[config.mk]
export PLATFORM = sky130hd
export DESIGN_NAME = cpd_cell
export DESIGN_NICKNAME = d
export VERILOG_FILES = /design/src/sv/cpd_pkg.sv /design/src/sv/cpd_cell.sv
export SDC_FILE = /design/constraint.sdc
export NUM_CORES = 1
export LEC_CHECK = 0
export BUFFER_PORTS_ARGS = -buffer_cell sky130_fd_sc_hd__buf_2
export CAP_MARGIN = 20
export CORE_MARGIN = 4
export CORE_UTILIZATION = 50
export DETAILED_ROUTE_END_ITERATION = 8
export PLACE_DENSITY = 0.76
export SYNTH_ARGS = -nofsm -noshare
export SYNTH_HDL_FRONTEND = slang
export SYNTH_SLANG_ARGS = --single-unit
[constraint.sdc]
create_clock -name i_clk -period 3.27 [get_ports i_clk]
set_clock_uncertainty 0.1 [all_clocks]
set_input_delay 0.654 -clock i_clk [delete_from_list [all_inputs] [get_ports i_clk]]
set_output_delay 0.654 -clock i_clk [all_outputs]
set_load 0.005 [all_outputs]
[src/sv/cpd_pkg.sv]
// Shared types, constants and the arctangent table for the polar converter.
package cpd_pkg;

    // Datapath widths: x and y carry 16 fractional bits, z is degrees with 16 fractional bits.
    localparam int XW = 36;
    localparam int ZW = 27;
    localparam int PW = 64;
    localparam int MW = 34;

    localparam logic [29:0]          INV_GAIN_Q30 = 30'd652032874;
    localparam logic signed [ZW-1:0] DEG180       = 27'sd11796480;
    localparam logic signed [ZW-1:0] DEG360       = 27'sd23592960;
    localparam logic [17:0]          RADIUS_MAX   = 18'd185364;
    localparam logic [16:0]          ANGLE_WRAP   = 17'd46080;

    typedef struct packed {
        logic                 zero;
        logic signed [XW-1:0] x;
        logic signed [XW-1:0] y;
        logic signed [ZW-1:0] z;
    } t_cord;

    // atan(2^-i) in degrees, scaled by 65536 and rounded to nearest.
    function automatic logic signed [ZW-1:0] atan_deg(input int unsigned idx);
        logic [22:0] v;
        case (idx)
            0:       v = 23'd2949120;
            1:       v = 23'd1740967;
            2:       v = 23'd919879;
            3:       v = 23'd466945;
            4:       v = 23'd234379;
            5:       v = 23'd117304;
            6:       v = 23'd58666;
            7:       v = 23'd29335;
            8:       v = 23'd14668;
            9:       v = 23'd7334;
            10:      v = 23'd3667;
            11:      v = 23'd1833;
            12:      v = 23'd917;
            13:      v = 23'd458;
            14:      v = 23'd229;
            15:      v = 23'd115;
            16:      v = 23'd57;
            17:      v = 23'd29;
            18:      v = 23'd14;
            19:      v = 23'd7;
            20:      v = 23'd4;
            21:      v = 23'd2;
            22:      v = 23'd1;
            default: v = 23'd0;
        endcase
        return $signed({{(ZW-23){1'b0}}, v});
    endfunction

endpackage

[src/sv/cpd_cell.sv]
// One CORDIC vectoring micro-rotation stage with its own pipeline register.
module cpd_cell #(
    parameter int unsigned IDX = 0
) (
    input  logic           i_clk,
    input  logic           i_rst_n,
    input  logic           i_en,
    input  logic           i_valid,
    input  cpd_pkg::t_cord i_data,
    output logic           o_valid,
    output cpd_pkg::t_cord o_data
);

    logic                          r_valid;
    cpd_pkg::t_cord                r_data;
    cpd_pkg::t_cord                n_data;
    logic signed [cpd_pkg::XW-1:0] xs;
    logic signed [cpd_pkg::XW-1:0] ys;

    // Arithmetic shifts round towards minus infinity, as the rotation requires.
    assign xs = i_data.x >>> IDX;
    assign ys = i_data.y >>> IDX;

    always_comb begin
        n_data = i_data;
        if (i_data.y[cpd_pkg::XW-1]) begin
            n_data.x = i_data.x - ys;
            n_data.y = i_data.y + xs;
            n_data.z = i_data.z - cpd_pkg::atan_deg(IDX);
        end else begin
            n_data.x = i_data.x + ys;
            n_data.y = i_data.y - xs;
            n_data.z = i_data.z + cpd_pkg::atan_deg(IDX);
        end
    end

    always_ff @(posedge i_clk) begin
        if (!i_rst_n) begin
            r_valid <= 1'b0;
        end else if (i_en) begin
            r_valid <= i_valid;
        end
    end

    always_ff @(posedge i_clk) begin
        if (i_en) begin
            r_data <= n_data;
        end
    end

    assign o_valid = r_valid;
    assign o_data  = r_data;

endmodule

# Yosys cells after proc, flatten, opt, wreduce, memory -nomap -nowiden
# Index checks and enable logic that the tools add are counted.
# op_classes
add_sub_neg	5
n_mux	1
# op_table
operator	n
$mux 99	1
$sub 36x36->36	2
$add 36x36->36	1
$add 27x23->27 const B	1
$sub 27x23->27 const B	1
# word_totals
reg_bits	101
input_bits	104

# Logic depth before layout (Yosys ltp)
# logic_depth
depth_word	2
ltp_mapped	13
ltp_nobuf	11

# Least setup slack after synthesis
# Ideal clock, no wire load.
# synth_timing
path_kind	in2reg
startpoint	input i_data[62] (netlist name)
endpoint	register r_data, in the netlist o_data[26], data pin
arrival_time_ns	3.129
required_ns	2.911
slack_ns	-0.218
stages	13
cell_sequence	clkbuf_1 -> clkinv_1 -> clkbuf_1 -> buf_1 -> ha_1 -> nor2b_1 -> o21ai_0 -> a21boi_0 -> o21ai_0 -> a21oi_1 -> o21ai_0 -> mux2i_1 -> nor2_1
# synth_lines
item	line_no	source
from (decl)	cpd_cell.sv:9	input cpd_pkg::t_cord i_data,
to (signal assigned)	cpd_cell.sv:47	r_data <= n_data;
to (decl)	cpd_cell.sv:15	cpd_pkg::t_cord r_data;

==> results.toml <==
[cts]
clkTransAtPathRegs_ns = 0.08
cts_max_level = 3
cts_tree = "done"
clock-root-buffer = "clkbuf_16"
cts_made_buffers = 9
cts_sinks = 100
hold_buffers = 0
clk_latency_ns = 0.36
clock_path_buffers = 2

[worst_setup_path]
rrSetupSlack_ns = 2.58
cp_data_arrival_time_ns = 3.24
path_cells = "buf_2 -> inv_1 -> ha_1 -> buf_4 -> a21oi_2 -> o221ai_1 -> a2111oi_2 -> o21ai_2 -> a41o_1 -> a21bo_2 -> a21oi_1 -> o211ai_1"
cp_max_fo = 9
worstSetupPathType = "in -> reg"
reg2reg_depth = 2
cp_slowest_cell = "a2111oi_2"
critPathLaunchType = "input port"
end_kind = "flip-flop"
crit_family = "compound AO/OA/AOI/OAI gates"
worst-path-stages = 12
worstPathRequired_ns = 3.27
slowest_delay_ns = 0.39
cp.buffers_inverters = 3

[synthesis]
async_flop_share_pct = 0
yosysWarningCount = 0
synth-seq-cells = 100
synth_cells = 1214
synth-xor-area-share_pct = 6.07
synth-main-ff-cell = "edfxtp_1"
synthMuxAreaShare_pct = 1.76
synth-simple-area-share_pct = 15.8
ys_types = 78
syn_nets = 1440
synth_top_family_by_area = "compound AO/OA/AOI/OAI gates"
synth_fa_ha_area_share_pct = 15.2
avgSynthCellArea_um2 = 8.44
synth_compound_area_share_pct = 25.4
syn-cell-area_um2 = 10200
ys_seq_area_share_pct = 29.2
synth_edf_count = 99

[timing]
fin_crit_sh_pct = 99.1
final_max_slew_viol_count = 0
fin_tns_setup_ns = 0
layout_min_cycle_time_ns = 3.24
grt_setup_unrepaired = "yes"
fmax_ghz = 0.309
hold_viol = 0
slew_headroom_pct = 40.1
tightest_slew_ns = 0.889
setup_violations = 0

[placement]
io_buffers = 204
hpwl_um = 29200
dp_cells = 1899
gp_congestion = 1.04

[global_routing]
grt.overflow.total = 0
grt_pass1_wl_um = 55000
grt_antenna_before_repair = 0
grt_pass1_vias = 10600
grt.total_usage_pct = 30.8
grt_max_degree = 51

[detailed_routing]
viasPerCell = 5.76
first_pass_iters = 8
drc = 0
drt-initial-drc-count = 896
wl_um = 36400
wl_per_cell_um = 19.0
ant_nets = 0
vias = 11000

[cells_and_area]
fillers = 1665
num-nets-final = 1868
area_delta_synth_final_pct = 35.5
antenna-diode-count = 0
drive_above_1_share_pct = 32.5
finalNonFillerCells = 1917

[floorplan]
fp-row-count = 52
die_w_um = 151
die_h_um = 151
core_area_um2 = 20200
fp.dieArea_um2 = 22800
initial_core_util_pct = 50.8
pin_count = 205

[power]
power_switching_mw = 1.83
p_leak_nw = 6.65
p_comb_share_pct = 43.5
swShare_pct = 35.8
clkPwrFrac_pct = 23.0
seq_power_share_pct = 33.5
p_per_area_nw_per_um2 = 369
power.internal_mw = 3.29
peakVddDrop_mv = 0.279

[flow_run]
maxCapViolCount = 0

[hold_path]
worstHoldPathCells = 1
hold_class = "in -> reg"

[run_status]
status = "finished clean"
## cells in the mapped netlist, types with 5 or more instances
cell type,count,area share [%]
nor4_1,11,0.67
nor2_1,92,3.4
xnor2_1,57,4.9
nand4_1,11,0.67
nand2_1,72,2.6
edfxtp_1,99,29
mux2i_1,18,1.8
o22ai_1,8,0.49
a21oi_1,130,6.3
o21bai_1,16,1.2
a21o_1,31,2.3
or3_1,6,0.37
o221ai_1,6,0.51
o21a_1,6,0.44
or2_2,6,0.37
a211o_1,5,0.43
inv_1,114,4.2
ha_1,118,14
nor3_1,37,1.8
a21boi_0,7,0.51
and2_1,5,0.31
and4_1,5,0.43
a221oi_1,5,0.43
and3_1,10,0.61
a211oi_1,15,1.1
nor2b_1,19,1.2
o21ai_0,83,4.1
buf_2,13,0.63
a31oi_1,12,0.73
o211ai_1,12,0.88
buf_1,11,0.40
o31ai_1,15,1.1
nand2b_1,17,1.0
nand3_1,23,1.1
xor2_1,14,1.2
clkbuf_1,32,1.2
## cells by family (layout without fill, tap and decap cells)
logic type | Yosys count | after routing
multiplexers | 18 | 18
buffers and inverters | 173 | 606
XOR/XNOR | 71 | 71
flip-flops | 100 | 100
adder cells (fa/ha/maj) | 122 | 122
AND/OR/NAND/NOR | 329 | 329
AO/OA/AOI/OAI | 401 | 401
## worst reg2reg max path, stage by stage, from the launching register on
cell and delay, ns:
dfxtp_1 0.31, mux2i_1 0.12, nor2b_1 0.06
## stage by stage
| stage | hold WS [ns] | worst slack (ns) | utilization [%] | total power, mW | instance area [µm²] |
|---|---|---|---|---|---|
| final | 0.366 | 0.0294 | 68.9 | 5.13 | 13900 |
| after global routing | 0.357 | -0.0214 | 68.9 | 5.40 | 13900 |
| after floorplan | 0.407 | 0.00229 | - | 2.85 | 10200 |
| after detailed placement | 0.422 | -0.551 | 66.5 | 3.90 | 13400 |
| after global placement | 0.394 | -0.391 | 66.5 | 3.86 | 13400 |
| after CTS | 0.360 | 0.0241 | 68.2 | 5.09 | 13700 |
## cell type report
cell class                      instances  area (µm²)  share of cell area [%]
Clock buffer                            9         225                    1.62
Clock inverter                          7        92.6                   0.667
Inverter                              115         432                    3.11
Multi-Input combinational cell        941        6720                    48.4
Sequential cell                       100        2990                    21.5
Tap cell                              270         338                    2.43
Timing Repair Buffer                  475        3090                    22.2
## flip-flops by register name, summed over array words and instances, names as in the netlist
signal,count
o_data,99
o_valid,1
## power groups by stage
stage / Sequential, mW / Clock [mW] / Combinational (mW)
3_3_place_gp: 1.74 / 0 / 2.12
4_1_cts: 1.72 / 1.20 / 2.17
5_1_grt: 1.74 / 1.25 / 2.42
2_1_floorplan: 1.77 / 0 / 1.08
6_report: 1.72 / 1.18 / 2.23
3_5_place_dp: 1.75 / 0 / 2.15
## layer usage
layer | GRT usage [%] | wire length, µm
met4 | 11.8 | 1350
met3 | 5.24 | 3140
met5 | 0 | 0
met1 | 40.6 | 15400
met2 | 50.8 | 16500
## repair_timing
action | in CTS | in global routing
setup endpoints to repair | 10 | 17
pin swaps | 0 | 10
cloned | 0 | 0
setup buffers | 1 | 1
resized for setup | 3 | 25
## cells in the final DEF, fill, tap and decap left out, drive strengths merged, types with 5 or more instances in the layout
cell type | synthesis | layout
nor2b | 19 | 19
a21boi | 7 | 7
o221ai | 6 | 6
xnor2 | 57 | 57
inv | 114 | 117
or4 | 5 | 5
o31ai | 17 | 17
o22ai | 8 | 8
a21o | 31 | 31
or3 | 7 | 7
o21a | 6 | 6
o211ai | 12 | 12
nand3 | 23 | 23
nor3 | 38 | 38
nand4 | 11 | 11
nand2b | 17 | 17
edfxtp | 99 | 99
and2 | 6 | 6
o21bai | 16 | 16
clkbuf | 32 | 10
ha | 118 | 118
and3 | 10 | 10
a211oi | 15 | 15
buf | 26 | 474
nor2 | 93 | 93
and4 | 6 | 6
nand2 | 73 | 73
nor4 | 11 | 11
o21ai | 85 | 85
a221oi | 6 | 6
mux2i | 18 | 18
a21oi | 130 | 130
xor2 | 14 | 14
a211o | 5 | 5
or2 | 6 | 6
a31oi | 12 | 12
## worst paths after layout
kind | from | end
worst max-delay path | i_data[36] | o_data[92]
worst min register to register | o_valid | o_valid
worst min-delay path | i_data[99] | o_data[99]
worst max register to register | o_valid | o_valid
(Power assumes the default switching activity.)
