<file path="src/sv/cpd_pkg.sv">
// Shared types, constants and the arctangent table for the polar converter.
package cpd_pkg;

    // Datapath widths: x and y carry 16 fractional bits, z is degrees with 16 fractional bits.
    localparam int XW = 36;
    localparam int ZW = 27;
    localparam int PW = 64;
    localparam int MW = 34;

    localparam logic [29:0]          INV_GAIN_Q30 = 30'd652032874;
    localparam logic signed [ZW-1:0] DEG180       = 27'sd11796480;
    localparam logic signed [ZW-1:0] DEG360       = 27'sd23592960;
    localparam logic [17:0]          RADIUS_MAX   = 18'd185364;
    localparam logic [16:0]          ANGLE_WRAP   = 17'd46080;

    typedef struct packed {
        logic                 zero;
        logic signed [XW-1:0] x;
        logic signed [XW-1:0] y;
        logic signed [ZW-1:0] z;
    } t_cord;

    // atan(2^-i) in degrees, scaled by 65536 and rounded to nearest.
    function automatic logic signed [ZW-1:0] atan_deg(input int unsigned idx);
        logic [22:0] v;
        case (idx)
            0:       v = 23'd2949120;
            1:       v = 23'd1740967;
            2:       v = 23'd919879;
            3:       v = 23'd466945;
            4:       v = 23'd234379;
            5:       v = 23'd117304;
            6:       v = 23'd58666;
            7:       v = 23'd29335;
            8:       v = 23'd14668;
            9:       v = 23'd7334;
            10:      v = 23'd3667;
            11:      v = 23'd1833;
            12:      v = 23'd917;
            13:      v = 23'd458;
            14:      v = 23'd229;
            15:      v = 23'd115;
            16:      v = 23'd57;
            17:      v = 23'd29;
            18:      v = 23'd14;
            19:      v = 23'd7;
            20:      v = 23'd4;
            21:      v = 23'd2;
            22:      v = 23'd1;
            default: v = 23'd0;
        endcase
        return $signed({{(ZW-23){1'b0}}, v});
    endfunction

endpackage

</file>
<file path="src/sv/cpd_post.sv">
// Gain correction, angle wrap and rounding, ending in the output register.
module cpd_post (
    input  logic           i_clk,
    input  logic           i_rst_n,
    input  logic           i_en,
    input  logic           i_valid,
    input  cpd_pkg::t_cord i_data,
    output logic           o_valid,
    output logic [17:0]    o_radius,
    output logic [15:0]    o_angle_deg
);

    logic                          r_mul_valid;
    logic [cpd_pkg::PW-1:0]        r_prod;
    logic [24:0]                   r_zw;
    logic                          r_zero;
    logic signed [cpd_pkg::ZW-1:0] n_zw;

    logic                          r_out_valid;
    logic [17:0]                   r_radius;
    logic [15:0]                   r_angle;
    logic [cpd_pkg::PW:0]          rad_sum;
    logic [20:0]                   rad_q;
    logic [17:0]                   n_radius;
    logic [25:0]                   ang_sum;
    logic [16:0]                   ang_q;
    logic [16:0]                   ang_w;

    // The accumulator never falls below minus 100 degrees, so one add wraps it.
    assign n_zw = i_data.z[cpd_pkg::ZW-1] ? i_data.z + cpd_pkg::DEG360 : i_data.z;

    always_ff @(posedge i_clk) begin
        if (!i_rst_n) begin
            r_mul_valid <= 1'b0;
        end else if (i_en) begin
            r_mul_valid <= i_valid;
        end
    end

    // x is non-negative after the fold, so its low bits multiply as unsigned.
    // Both operands are widened first so that the full product is kept.
    always_ff @(posedge i_clk) begin
        if (i_en) begin
            r_prod <= cpd_pkg::PW'(i_data.x[cpd_pkg::MW-1:0])
                    * cpd_pkg::PW'(cpd_pkg::INV_GAIN_Q30);
            r_zw   <= n_zw[24:0];
            r_zero <= i_data.zero;
        end
    end

    always_comb begin
        rad_sum  = {1'b0, r_prod} + (65'd1 << 43);
        rad_q    = rad_sum[64:44];
        n_radius = (rad_q > 21'(cpd_pkg::RADIUS_MAX)) ? cpd_pkg::RADIUS_MAX : rad_q[17:0];
        ang_sum  = {1'b0, r_zw} + 26'd256;
        ang_q    = ang_sum[25:9];
        ang_w    = (ang_q >= cpd_pkg::ANGLE_WRAP) ? ang_q - cpd_pkg::ANGLE_WRAP : ang_q;
    end

    always_ff @(posedge i_clk) begin
        if (!i_rst_n) begin
            r_out_valid <= 1'b0;
        end else if (i_en) begin
            r_out_valid <= r_mul_valid;
        end
    end

    always_ff @(posedge i_clk) begin
        if (i_en) begin
            r_radius <= r_zero ? 18'd0 : n_radius;
            r_angle  <= r_zero ? 16'd0 : ang_w[15:0];
        end
    end

    assign o_valid     = r_out_valid;
    assign o_radius    = r_radius;
    assign o_angle_deg = r_angle;

endmodule

</file>
<file path="config.mk">
export PLATFORM = sky130hd
export DESIGN_NAME = cpd_post
export DESIGN_NICKNAME = d
export VERILOG_FILES = /design/src/sv/cpd_pkg.sv /design/src/sv/cpd_post.sv
export SDC_FILE = /design/constraint.sdc
export NUM_CORES = 1
export LEC_CHECK = 0
export BUFFER_PORTS_ARGS = -buffer_cell sky130_fd_sc_hd__buf_2
export CAP_MARGIN = 20
export CORE_MARGIN = 3
export CORE_UTILIZATION = 35
export CTS_CLUSTER_SIZE = 10
export DETAILED_ROUTE_END_ITERATION = 7
export GPL_TIMING_DRIVEN = 0
export HOLD_SLACK_MARGIN = 0.06
export MAX_ROUTING_LAYER = met4
export PLACE_DENSITY = 0.64
export SYNTH_ARGS = -nofsm -noshare
export SYNTH_HDL_FRONTEND = slang
export SYNTH_SLANG_ARGS = --single-unit
</file>
<file path="constraint.sdc">
create_clock -name i_clk -period 6.54 [get_ports i_clk]
set_input_delay 0.327 -clock i_clk [delete_from_list [all_inputs] [get_ports i_clk]]
set_output_delay 0.327 -clock i_clk [all_outputs]
set_load 0.02 [all_outputs]
</file>
**Word level (Yosys, flattened, before mapping)**

Cells that the tools add are included.

- Register bits after elaboration: 125
- Latch bits: 0
- RAM bits: 0
- ROM bits: 0
- Bits of input ports: 104
- Output and inout bits: 35
- Word-level logic and storage cells: 19
- Memories kept: 0

- Add/subtract/negate cells: 4
- Multiply operators: 1
- Divide/modulo/power cells: 0
- Magnitude comparators: 2
- Equality and inequality tests: 0
- Shift-type cells: 0
- Muxes and demuxes: 3
- Bitwise operators: 0
- Reduce and logical (&&, ||, !) cells: 1

Operators by type and width:

| cell | count |
|---|---|
| 64-bit by 44-bit adder with 65-bit output (second input constant) | 1 |
| 34-bit by 29-bit multiplier with 63-bit output (second input constant) | 1 |
| 25-bit by 9-bit adder with 26-bit output (second input constant) | 1 |
| 25-bit adder (second input constant) | 1 |
| 25-bit 2-to-1 mux | 1 |
| 21-bit by 18-bit greater-than comparator with 1-bit output (second input constant) | 1 |
| 18-bit 2-to-1 mux | 1 |
| 17-bit by 16-bit >= comparator with 1-bit output (second input constant) | 1 |
| 16-bit 2-to-1 mux | 1 |
| 16-bit subtractor (second input constant) | 1 |
| 2-bit OR reduction | 1 |

**Longest topological paths before layout**

Gate-level depths: netlist of run 1.

- Depth in word-level cells: 3
- Mapped depth: 23
- Mapped depth without buffers: 23

**Least setup slack after synthesis of run 1**

No wires, ideal clock.

- Kind: input port to flip-flop
- From: in i_data[78] (netlist bit)
- To: reg r_prod[58] (netlist bit), data pin
- Setup time: 262 ps
- Data arrival time: 6381 ps
- Data required time: 6278 ps
- Slack: -103 ps
- Cell stages on the path: 23
- Path buffers: 0
- Path through: inv_1 > fa_1 > fa_1 > inv_1 > fa_1 > inv_1 > fa_1 > inv_1 > fa_1 > fa_1 > fa_1 > inv_1 > fa_1 > inv_1 > ha_1 > nand4_1 > nor4_1 > a21boi_0 > or2_2 > a31oi_1 > nor3_1 > o31ai_1 > xnor2_1

- Longest elaborated chain between the ends: 1

RTL lines:

| element | RTL line | text |
|---|---|---|
| from (decl) | cpd_post.sv:7 | `input cpd_pkg::t_cord i_data,` |
| 34-bit by 29-bit multiplier with 63-bit output | cpd_post.sv:45 | `* cpd_pkg::PW'(cpd_pkg::INV_GAIN_Q30);` |
| to (signal assigned) | cpd_post.sv:44 | `r_prod <= cpd_pkg::PW'(i_data.x[cpd_pkg::MW-1:0])` |
| to (decl) | cpd_post.sv:14 | `logic [cpd_pkg::PW-1:0] r_prod;` |

Every way passes these cells.
A chain may end at the register's enable or synchronous reset.

**Final worst setup path of run 1**

- From: in i_data[76] (netlist bit)
- To: reg r_prod[61] (netlist bit), data pin

The elaborated chain is that of the path after synthesis.

==> impl_metrics.toml, run 1 <==
[outcome]
status = "finished with violations"
failed_checks = "negative setup slack"

[worst_hold_path]
worstHoldPathType = "primary input to register"

[grt]
grt_first_pass_wirelength_mm = 88.04
grt_overflow = 0
grt_usage_pct = 17.31
grt_max_degree = 76
antenna_found_initial = 0
first_global_vias = 15960

[die]
fp.dieH_um = 261.4
initial_core_util_pct = 35.43
io_pins = 139
die_area_sq_um = 68350
core_area_sq_um = 64460
fp-row-count = 93
die_w_um = 261.4

[worst_setup_path]
worst-path-stages = 25
r2r-end = "o_angle_deg[12]$_SDFFCE_PP0P_"
critical_path_buf_inv_count = 8
reg2reg_slack_ps = 3400
required_ps = 6620
crit_arrival_ps = 6790
max_stage_delay_ps = 530
startpoint = "i_data[76]"
cp_slowest_cell = "fa_1"
cp-start-kind = "primary input"
crit_fanout = 6
worstSetupEndpoint = "r_prod[61]$_DFFE_PP_"
r2r_start = "r_zw[15]$_DFFE_PP_"
path_common_cell = "fa_1"
reg2reg_depth = 11
crit_type = "primary input to register"
critPathCaptureType = "register"
crit_family = "adder cells"

[timing]
rsz0062_at_grt = "yes"
timing.final.crit_share_pct = 102.7
fin_ws_ps = -173.9
tns_ps = -1341
max_clock_freq_ghz = 0.1489
fin_crit_ps = 6714
timing.slew.headroom_pct = 36.96
finalHoldViolCount = 0
clock_skew_ps = 12.48
final_max_slew_viol_count = 0
tightest_slew_ps = 945.6
final-setup-viol-count = 12
worst_hold_slack_ps = 154.5

[synthesis]
synth_compound_area_share_pct = 5.572
synth_area_sq_um = 22840
synth_xor_area_share_pct = 2.224
ys_ff_latch = 75
yosys.area.top_type = "fa_1"
synth_nets = 3205
yosysSeqAreaShare_pct = 9.774
synth-edff-count = 73
synth_top_area_share_pct = 42.86
synth.top_cells.by_area = "fa_1 43%, ha_1 20%, inv_1 13%"
synth_top_family_by_area = "adder cells"
yosys.area_share.simple_pct = 5.763
yosysWarnings = 0
ys_async_sr_fraction_pct = 0
synth_fa_ha_area_share_pct = 63.19
synth_cells = 2241
synth_cell_types = 70
syn_area_per_cell_sq_um = 10.19
muxShareOfSynthArea_pct = 0.3671
ys.flop_type = "edfxtp_1"

[final_layout]
layout_common_cells = "742 x inv_1, 478 x fa_1, 350 x ha_1"
finalNetCount = 3370
syn2layout_area_growth_pct = 13.52
final_layout_size_suffix_gt1_share_pct = 12.32
diodes = 0
final_common_cell = "inv_1"

[cts]
cts-root-buf = "clkbuf_16"
clock_latency_ps = 340
cts_sinks = 75
cts.reportedPaths.clkPinSlew_ps = 70
h-tree-depth = 3
cts_tree = "built"
numCtsBuffers = 9
cts_buffer_depth = 2

[place]
gp_congestion = 0.9345
place_ws_ps = -1358
io_buffers = 91
hpwl_mm = 48.77

[routing]
final_antenna_net_count = 0
wl_mm = 55.85
firstDrtPassIters = 5
remaining_drc_errors = 0
dr.first_iter.drc_count = 829
viasPerCell = 4.691
vias = 15320
avgRoutedWirePerCell_um = 17.10

[run]
cap_violations = 0
[synth_stat cells, drive strengths merged (3+ instances only)]
| cell | instances |
|---|---|
| mux2 | 3 |
| nand3b | 3 |
| xnor2 | 38 |
| a211o | 3 |
| a21o | 23 |
| or2 | 4 |
| or3 | 10 |
| and2 | 6 |
| nor3 | 19 |
| xor2 | 20 |
| nand2b | 6 |
| nor2 | 46 |
| nor2b | 13 |
| o31ai | 7 |
| o211ai | 8 |
| clkbuf | 11 |
| o21ai | 37 |
| o22ai | 5 |
| a21boi | 4 |
| nand2 | 51 |
| o21a | 3 |
| fa | 489 |
| nor4 | 5 |
| a31oi | 10 |
| buf | 8 |
| and3 | 16 |
| ha | 371 |
| o21bai | 5 |
| a21oi | 67 |
| mux2i | 5 |
| inv | 772 |
| nand4 | 24 |
| and4 | 6 |
| edfxtp | 73 |
| a211oi | 8 |
| nand3 | 32 |
[area by class of cell]
type | instances | area (sq um)
fill | 6316 | 38540
multi-input combinational | 1374 | 18110
inverter | 773 | 2965
sequential | 75 | 2232
timing repair buffer | 154 | 1165
tap | 855 | 1070
clock buffer | 9 | 225.2
buffer | 19 | 92.59
clock inverter | 7 | 66.31
[what timing repair did]
action                                  CTS  global route
buffers inserted                         58             8
gates resized for setup                 136            49
hold buffers                              0             0
endpoints found under the setup margin   21            20
gates cloned                              0             0
pin swaps                                57            42
[per-stage QoR]
step	util, %	area, sq um	instances
floorplan	-	22860	2241
global placement	37.82	24380	3187
detailed placement	37.82	24380	3187
CTS	39.84	25680	3260
global route	40.22	25930	3266
finish	40.22	25930	3266
[logic make-up after synthesis]
kind of cell,after synthesis
and+or+nand+nor,248
xor gates and xnor gates,58
DFF,75
buffers and inverters,792
adders and majority gates,860
muxes,8
AOI/OAI and AO/OA,200
[state kept, by name, summed over array words and instances, names as in the netlist]
register     flops
r_prod          21
o_radius        18
r_zw            17
o_angle_deg     16
o_valid          1
r_mul_valid      1
r_zero           1
[how the worst min path moves through the flow]
stage,startpoint,to,depth (start not counted)
after detailed placement,i_data[15],r_zw[15]$_DFFE_PP_,1
after global placement,r_mul_valid$_SDFFE_PN0P_,r_mul_valid$_SDFFE_PN0P_,2
after CTS,i_data[10],r_zw[10]$_DFFE_PP_,1
after global routing,i_data[11],r_zw[11]$_DFFE_PP_,1
after floorplan,i_data[99],r_zero$_DFFE_PP_,0
final,i_data[10],r_zw[10]$_DFFE_PP_,1
[worst reg2reg max path: cells and delay by family (launching register included)]
| kind | cells | cell delay, ps |
|---|---|---|
| AOI/OAI and AO/OA | 3 | 1000 |
| buffers and inverters | 1 | 130 |
| DFF | 1 | 480 |
| adders and majority gates | 1 | 210 |
| xor gates and xnor gates | 1 | 320 |
| and+or+nand+nor | 5 | 830 |
[metal layers]
| layer | vias to the layer above | track usage, % | share of wire (%) |
|---|---|---|---|
| met3 | 44 | 2.882 | 5.6 |
| met5 | - | - | 0 |
| met2 | 345 | 27.32 | 48 |
| li1 | 7200 | - | - |
| met1 | 7731 | 23.99 | 46 |
| met4 | 0 | 2.633 | 1.2 |
Power of run 1 is not shown: default switching activity piles up to over one toggle a cycle in this logic, so the estimate is an artifact.
==> run 2, diff against run 1 <==
CORE_MARGIN = 4   (was 3)
==> impl_metrics.toml, run 2 (same netlist as run 1, synthesis figures left out) <==
[outcome]
status = "finished with violations"
failed_checks = "negative setup slack"

[final_layout]
final_common_cell = "inv_1"
final_area_sq_um = 26120
layout_common_cells = "736 x inv_1, 474 x fa_1, 349 x ha_1"
final_layout_size_suffix_gt1_share_pct = 13.28
final_util_pct = 40.45
finalNetCount = 3377
syn2layout_area_growth_pct = 14.38
regMostFlops = "r_prod"
fillers = 6259
largest_reg_flops = 21
diodes = 0
layout.cells.non_filler = 3273

[timing]
clock_skew_ps = 10.69
fin_crit_ps = 6683
fin_ws_ps = -143.0
tightest_slew_ps = 929.7
final_max_slew_viol_count = 0
timing.final.crit_share_pct = 102.2
tns_ps = -508.8
finalHoldViolCount = 0
timing.slew.headroom_pct = 38.02
max_clock_freq_ghz = 0.1496
rsz0062_at_grt = "yes"
final-setup-viol-count = 8

[cts]
cts_sinks = 75
cts_tree = "built"
cts-root-buf = "clkbuf_16"
clock_latency_ps = 340
cts.reportedPaths.clkPinSlew_ps = 60
cts_buffer_depth = 2
h-tree-depth = 3
numCtsBuffers = 9

[worst_setup_path]
startpoint = "i_data[84]"
worstSetupEndpoint = "r_prod[58]$_DFFE_PP_"
critical_path_buf_inv_count = 6
reg2reg_depth = 11
worst-path-stages = 23
crit_fanout = 6
cp_slowest_cell = "fa_1"
critPathCaptureType = "register"
crit_family = "adder cells"
required_ps = 6620
r2r_start = "r_zw[15]$_DFFE_PP_"
path_common_cell = "fa_1"
crit_arrival_ps = 6770
cp-start-kind = "primary input"
worstPathCellList = "clkbuf_4 -> clkinvlp_4 -> fa_1 -> fa_1 -> inv_1 -> fa_1 -> inv_1 -> fa_1 -> inv_1 -> fa_1 -> fa_1 -> fa_1 -> ha_1 -> ha_1 -> nand3_2 -> nor4_4 -> buf_4 -> a21boi_1 -> or2_2 -> a31oi_4 -> nor3_4 -> o31ai_2 -> xnor2_1"
crit_type = "primary input to register"
reg2reg_slack_ps = 3570
max_stage_delay_ps = 540
r2r-end = "o_angle_deg[12]$_SDFFCE_PP0P_"

[worst_hold_path]
min_from = "i_data[16]"
worstHoldPathType = "primary input to register"

[routing]
vias = 15310
dr.first_iter.drc_count = 763
remaining_drc_errors = 0
viasPerCell = 4.678
firstDrtPassIters = 5
wl_mm = 55.28
avgRoutedWirePerCell_um = 16.89
final_antenna_net_count = 0

[place]
io_buffers = 91
gp_congestion = 0.9395
hpwl_mm = 48.79
place_inst = 3187
place_area_sq_um = 24380

[die]
core_area_sq_um = 64580
die_area_sq_um = 69400
initial_core_util_pct = 35.36
fp-row-count = 93
die_w_um = 263.4
io_pins = 139
fp.dieH_um = 263.4

[grt]
first_global_vias = 16200
grt_overflow = 0
antenna_found_initial = 0
grt_first_pass_wirelength_mm = 88.33
grt_usage_pct = 16.63
grt_max_degree = 76

[run]
cap_violations = 0
==> run 2: cell count changes in the layout (fill, tap and decap cells not counted), moves of 3 or more <==
cell and delta:
buf_4 -8, buf_6 +10, clkbuf_4 +4, clkinvlp_4 +3, fa_1 -4, fa_2 +4
ha_2 -3, ha_4 +4, inv_1 -6, inv_2 +5, nand3_1 -3, nand3_2 +3
==> run 2: repair_timing <==
item / in CTS / in global routing
setup buffers: 51 / 20
pin swaps: 45 / 56
setup endpoints to repair: 21 / 20
hold buffers: 0 / 0
gates resized for setup: 118 / 101
==> run 2: how the worst min path moves through the flow <==
stage	to	slack, ps	cells past startpoint
2_1_floorplan	r_zero$_DFFE_PP_	430	0
3_3_place_gp	o_valid$_SDFFE_PN0P_	500	2
3_5_place_dp	o_valid$_SDFFE_PN0P_	500	2
4_1_cts	r_zero$_DFFE_PP_	150	1
5_1_grt	r_zero$_DFFE_PP_	140	1
6_report	r_zw[16]$_DFFE_PP_	160	1
==> run 2: final cells by class <==
type / instances / area [sq um] / area share [%]
multi-input cells: 1374 / 18210 / 69.72
well taps: 855 / 1070 / 4.095
clock inverters: 7 / 57.56 / 0.2203
plain buffers: 19 / 92.59 / 0.3544
flip-flops and latches: 75 / 2232 / 8.545
clock buffers: 9 / 225.2 / 0.8622
repair buffers: 161 / 1262 / 4.833
inverters: 773 / 2969 / 11.37
==> run 2: per-stage QoR <==
| stage | worst slack [ps] | hold slack [ps] |
|---|---|---|
| after floorplan | 20.83 | 425.9 |
| after global placement | -1302 | 496.5 |
| after detailed placement | -1350 | 502.4 |
| after CTS | -250.5 | 146.2 |
| after global routing | -315.0 | 140.6 |
| final | -143.0 | 160.4 |
==> run 2: layer usage <==
layer  vias up  GRT usage [%]  wire length, um
li1       7213              -                -
met1      7670          22.50            24580
met2       376          26.47            26330
met3        51          3.551             3590
met4         0          2.569              786
met5         -              -                0
Power of run 2 is left out for the same reason.
